### src/rtl/dhfk_pkg.sv
// package: widths, constants and arctan table for the 3r forward kinematics block
package dhfk_pkg;
   localparam int ANG_W        = 16;
   localparam int LEN_W        = 16;
   localparam int ROT_W        = 16;
   localparam int POS_W        = 20;
   localparam int CSR_IDX_W    = 3;
   localparam int CORDIC_STEPS_DEF = 16;
   localparam int TABLE_LEN    = 24;
   localparam int XW           = 34;
   localparam int ZW           = 28;

   localparam logic [CSR_IDX_W-1:0] REG_LINK1 = 3'd0;
   localparam logic [CSR_IDX_W-1:0] REG_LINK2 = 3'd1;
   localparam logic [CSR_IDX_W-1:0] REG_LINK3 = 3'd2;
   localparam logic [CSR_IDX_W-1:0] REG_OFF1  = 3'd3;
   localparam logic [CSR_IDX_W-1:0] REG_OFF2  = 3'd4;
   localparam logic [CSR_IDX_W-1:0] REG_OFF3  = 3'd5;

   localparam logic signed [ANG_W-1:0] PI_Q13      = 16'sd25735;
   localparam logic signed [ANG_W-1:0] HALF_PI_Q13 = 16'sd12867;
   localparam logic signed [ZW-1:0] PI_Q24      = 28'sd52707179;
   localparam logic signed [ZW-1:0] HALF_PI_Q24 = 28'sd26353589;
   localparam logic signed [XW-1:0] GAIN_Q30    = 34'sd652032874;

   typedef struct packed {
      logic signed [XW-1:0] x;
      logic signed [XW-1:0] y;
      logic signed [ZW-1:0] z;
   } cordic_lane_type;

   typedef struct packed {
      logic                       err;
      logic signed [LEN_W-1:0]    a1, a2, a3, d1, d2, d3;
   } ctx_type;

   function automatic logic signed [ZW-1:0] atan_q24(input int i);
      logic signed [ZW-1:0] t;
      case (i)
         0: t = 28'sd13176795;  1: t = 28'sd7778716;  2: t = 28'sd4110060;
         3: t = 28'sd2086331;   4: t = 28'sd1047214;  5: t = 28'sd524117;
         6: t = 28'sd262123;    7: t = 28'sd131069;
         default: t = (i < TABLE_LEN) ? ZW'(28'sd1 <<< (24 - i)) : '0;
      endcase
      return t;
   endfunction
endpackage

### src/rtl/dhfk_cordic_cell.sv
// one cordic micro-rotation cell for three lanes, registered
module dhfk_cordic_cell #(parameter int STEP = 0) (
   input  logic clock,
   input  logic enable,
   input  dhfk_pkg::cordic_lane_type lane_in  [3],
   output dhfk_pkg::cordic_lane_type lane_out [3]
);
   import dhfk_pkg::*;
   cordic_lane_type lane_ff [3];
   cordic_lane_type lane_in_v [3];
   localparam logic signed [ZW-1:0] AT = atan_q24(STEP);
   always_comb begin
      for (int l = 0; l < 3; l++) begin
         if (!lane_in[l].z[ZW-1]) begin
            lane_in_v[l].x = lane_in[l].x - (lane_in[l].y >>> STEP);
            lane_in_v[l].y = lane_in[l].y + (lane_in[l].x >>> STEP);
            lane_in_v[l].z = lane_in[l].z - AT;
         end else begin
            lane_in_v[l].x = lane_in[l].x + (lane_in[l].y >>> STEP);
            lane_in_v[l].y = lane_in[l].y - (lane_in[l].x >>> STEP);
            lane_in_v[l].z = lane_in[l].z + AT;
         end
      end
   end
   always_ff @(posedge clock) begin
      if (enable) lane_ff <= lane_in_v;
   end
   assign lane_out = lane_ff;
endmodule

### config.mk
export PLATFORM = sky130hd
export DESIGN_NAME = dhfk_cordic_cell
export DESIGN_NICKNAME = d
export VERILOG_FILES = /design/src/rtl/dhfk_pkg.sv /design/src/rtl/dhfk_cordic_cell.sv
export SDC_FILE = /design/constraint.sdc
export NUM_CORES = 1
export LEC_CHECK = 0
export BUFFER_PORTS_ARGS = -buffer_cell sky130_fd_sc_hd__buf_4
export CORE_MARGIN = 2
export CORE_UTILIZATION = 43
export DETAILED_ROUTE_END_ITERATION = 10
export HOLD_SLACK_MARGIN = 0.08
export PLACE_DENSITY_LB_ADDON = 0.15
export SLEW_MARGIN = 25
export SYNTH_ARGS = -nofsm -noshare
export SYNTH_HDL_FRONTEND = slang
export SYNTH_SLANG_ARGS = --single-unit
### constraint.sdc
create_clock -name clock -period 12 [get_ports clock]
set_input_delay 2.4 -clock clock [delete_from_list [all_inputs] [get_ports clock]]
set_output_delay 2.4 -clock clock [all_outputs]
set_load 0.01 [all_outputs]
==> metrics.txt <==
status=finished, final reports clean; cts bufs inserted=36; Tot Pwr=4.15 mW; hold_sp=lane_in[192]; Tcrit/Tclk final=49.0%; Setup Viol. Count Final=0; core box area=67300 um2; post-synthesis mux area share=1.51%; Seq cells post-synth=285; CP Max Fanout=66; DR iter-0 viols=2489; Synth Flop Type=edfxtp_1; share of the synthesized area in the top cell type=29.3%; crit end category=register; overall global routing resource usage=27.2%; leakage dissipation=15.9 nW; largest cells by area after synthesis=edfxtp_1 (29%), ha_1 (16%), a21oi_1 (7.1%), xnor2_1 (6.4%), inv_1 (4.1%); WS Path Type=input pin to register; number of max-cap violations=0; Resize count post-CTS=0; Die Height=265 um; peak supply drop=0.0955 mV; number of global-route vias before repair=26165; H-tree levels=2; largest net degree at the start of global routing=99; Nets=4578; first-pass GRT wire length=151 mm; Slew Limit Headroom=31.6%; post-DR wirelength/cell=20.7 um; CP Launch Type=input pin; io pins=578; leading area contributor after synthesis=edfxtp_1; final RePlAce weighted congestion=0.957; drt pass-1 iters=6; Avg Cell Area, Syn=8.57 um2; WHS Path Cells=2; Vias=27324; CP required=12.31 ns; hold buffer count at cts=0; standard-cell row count=95; ys async rst share=0%; number of flops mapped to enable cells by yosys=285; Max Freq=170 MHz; YS warnings=0; worst path arrival time=6.20 ns; Synth Area in Compound Gates=25.3%; IO Port Bufs=577; max reg flops=285; syn nets=4088; DRC errors left=0; routed vias/inst=5.68; clk slew on worst S/H paths=0.06 ns; drt total wl=99.4 mm; RSZ-0062 raised after global routing=no; Clock Path Buffers=3; sequential area share after synthesis=29.3%; Post-Synth Simple-Gate Area=13.1%; final hold violation count=0; area growth from synthesis to final layout=21.0%; Hold Path Class=input pin to register; share of cells above drive strength 1=17.6%; CTS tree=yes; number of setup buffers added after CTS=0; WHS=2.16 ns; Synth cell types=90; Synth Area in Adders=16.9%; Die Area=70100 um2; Final min period=5.88 ns; Cell Area, Synth=29200 um2; die width=265 um; Cells after Synth=3411; XOR/XNOR share of the synthesized area=7.73%; WHS Endpoint=lane_out[192]$_DFFE_PP_; clk sink count=285; largest family of logic cells by synthesized area=compound AO/OA/AOI/OAI gates; ANT nets after route=0; total grt overflow=0; Worst-Margin Slew=1.03 ns; final setup TNS=0 ns; pwr dens=117 nW/um2; initial antenna violation count=14; clock root buffer=clkbuf_16; worst setup path startpoint=lane_in[123]; initial core utilization=43.5%; DP HPWL=78.6 mm; Slew Limit Fails=0
## metrics by stage
stage | std cells | utilization [%] | setup WS [ns] | instance area, um2
after global routing | 4807 | 52.6 | 5.84 | 35400
after global placement | 4736 | 50.8 | 5.66 | 34200
after floorplan | 3411 | - | 6.22 | 29200
final | 4807 | 52.6 | 6.12 | 35400
after CTS | 4798 | 52.5 | 6.19 | 35300
after detailed placement | 4736 | 50.8 | 5.58 | 34200
## kinds of logic (layout without fill, tap and decap cells)
| logic type | after synthesis | in the layout |
|---|---|---|
| adders and majority gates | 387 | 387 |
| and+or+nand+nor | 805 | 805 |
| muxes | 44 | 44 |
| DFF | 285 | 285 |
| other | 0 | 9 |
| AOI/OAI and AO/OA | 1160 | 1160 |
| buffers and inverters | 472 | 986 |
| xor gates and xnor gates | 258 | 258 |
## layout by cell type, fill, tap and decap left out, drive strengths merged, types with 9 or more instances in the layout
cell type    n
nor3        72
o31ai       40
fa          12
nand2      148
nor4        18
a21boi      15
nand3b       9
and2        12
o31a        10
diode        9
buf        586
a2111oi     12
inv        331
a21oi      416
xor2        44
or2         13
o21ai      222
nand4       24
clkinv      21
clkbuf      41
nor2b       45
nand3       48
nor2       307
a31oi       30
edfxtp     285
nand2b      52
and3        19
or3         13
mux2i       43
o21bai      86
o211ai      34
o22ai       10
a221oi      10
xnor2      214
a21o       101
ha         375
a211oi      32
a211o       10
o21a        48
## report_power, final
group | switching (mW) | internal [mW] | leakage [nW] | total [mW]
Sequential | 0.0617 | 1.33 | 2.79 | 1.39
Clock | 0.453 | 0.648 | 0.558 | 1.10
Combinational | 0.958 | 0.699 | 12.5 | 1.66
## cells in the mapped netlist (52+ instances only)
cell type / instances
clkbuf_1: 86
nor3_1: 72
o21ai_0: 211
inv_1: 323
o21bai_1: 86
a21o_1: 101
ha_1: 375
xnor2_1: 214
nor2_1: 307
a21oi_1: 415
edfxtp_1: 285
nand2b_1: 52
nand2_1: 148
## critical path: stages
cell       delay [ns]
buf_4            0.59
inv_1            0.08
buf_4            0.33
ha_1             0.43
a21o_1           0.21
a21oi_1          0.14
o21ai_1          0.12
a2111oi_4        0.36
o31ai_1          0.20
a211oi_2         0.38
o21ai_2          0.15
a221oi_4         0.33
nor3_1           0.09
a311o_1          0.27
## how the worst max path moves through the flow
stage / end / slack [ns]
finish: lane_out[121]$_DFFE_PP_ / 6.12
global route: lane_out[118]$_DFFE_PP_ / 5.84
CTS: lane_out[121]$_DFFE_PP_ / 6.19
detailed placement: lane_out[121]$_DFFE_PP_ / 5.58
global placement: lane_out[121]$_DFFE_PP_ / 5.66
floorplan: lane_out[121]$_DFFE_PP_ / 6.22
## metal layers
| layer | up-vias | wire [um] | track usage, % |
|---|---|---|---|
| met5 | - | 60 | 0 |
| met4 | 10 | 2960 | 8.37 |
| met3 | 182 | 6700 | 4.77 |
| met2 | 1050 | 46900 | 45.3 |
| met1 | 12835 | 42800 | 36.0 |
| li1 | 13247 | - | - |
## area by class of cell
class	count	area [um2]
Fill cell	6465	31900
Multi-Input combinational cell	2654	18900
Sequential cell	285	8560
Timing Repair Buffer	586	4410
Inverter	338	1270
Tap cell	873	1090
Clock buffer	41	941
Clock inverter	21	215
Antenna cell	9	22.5
Power figures use the tool's default switching activity.
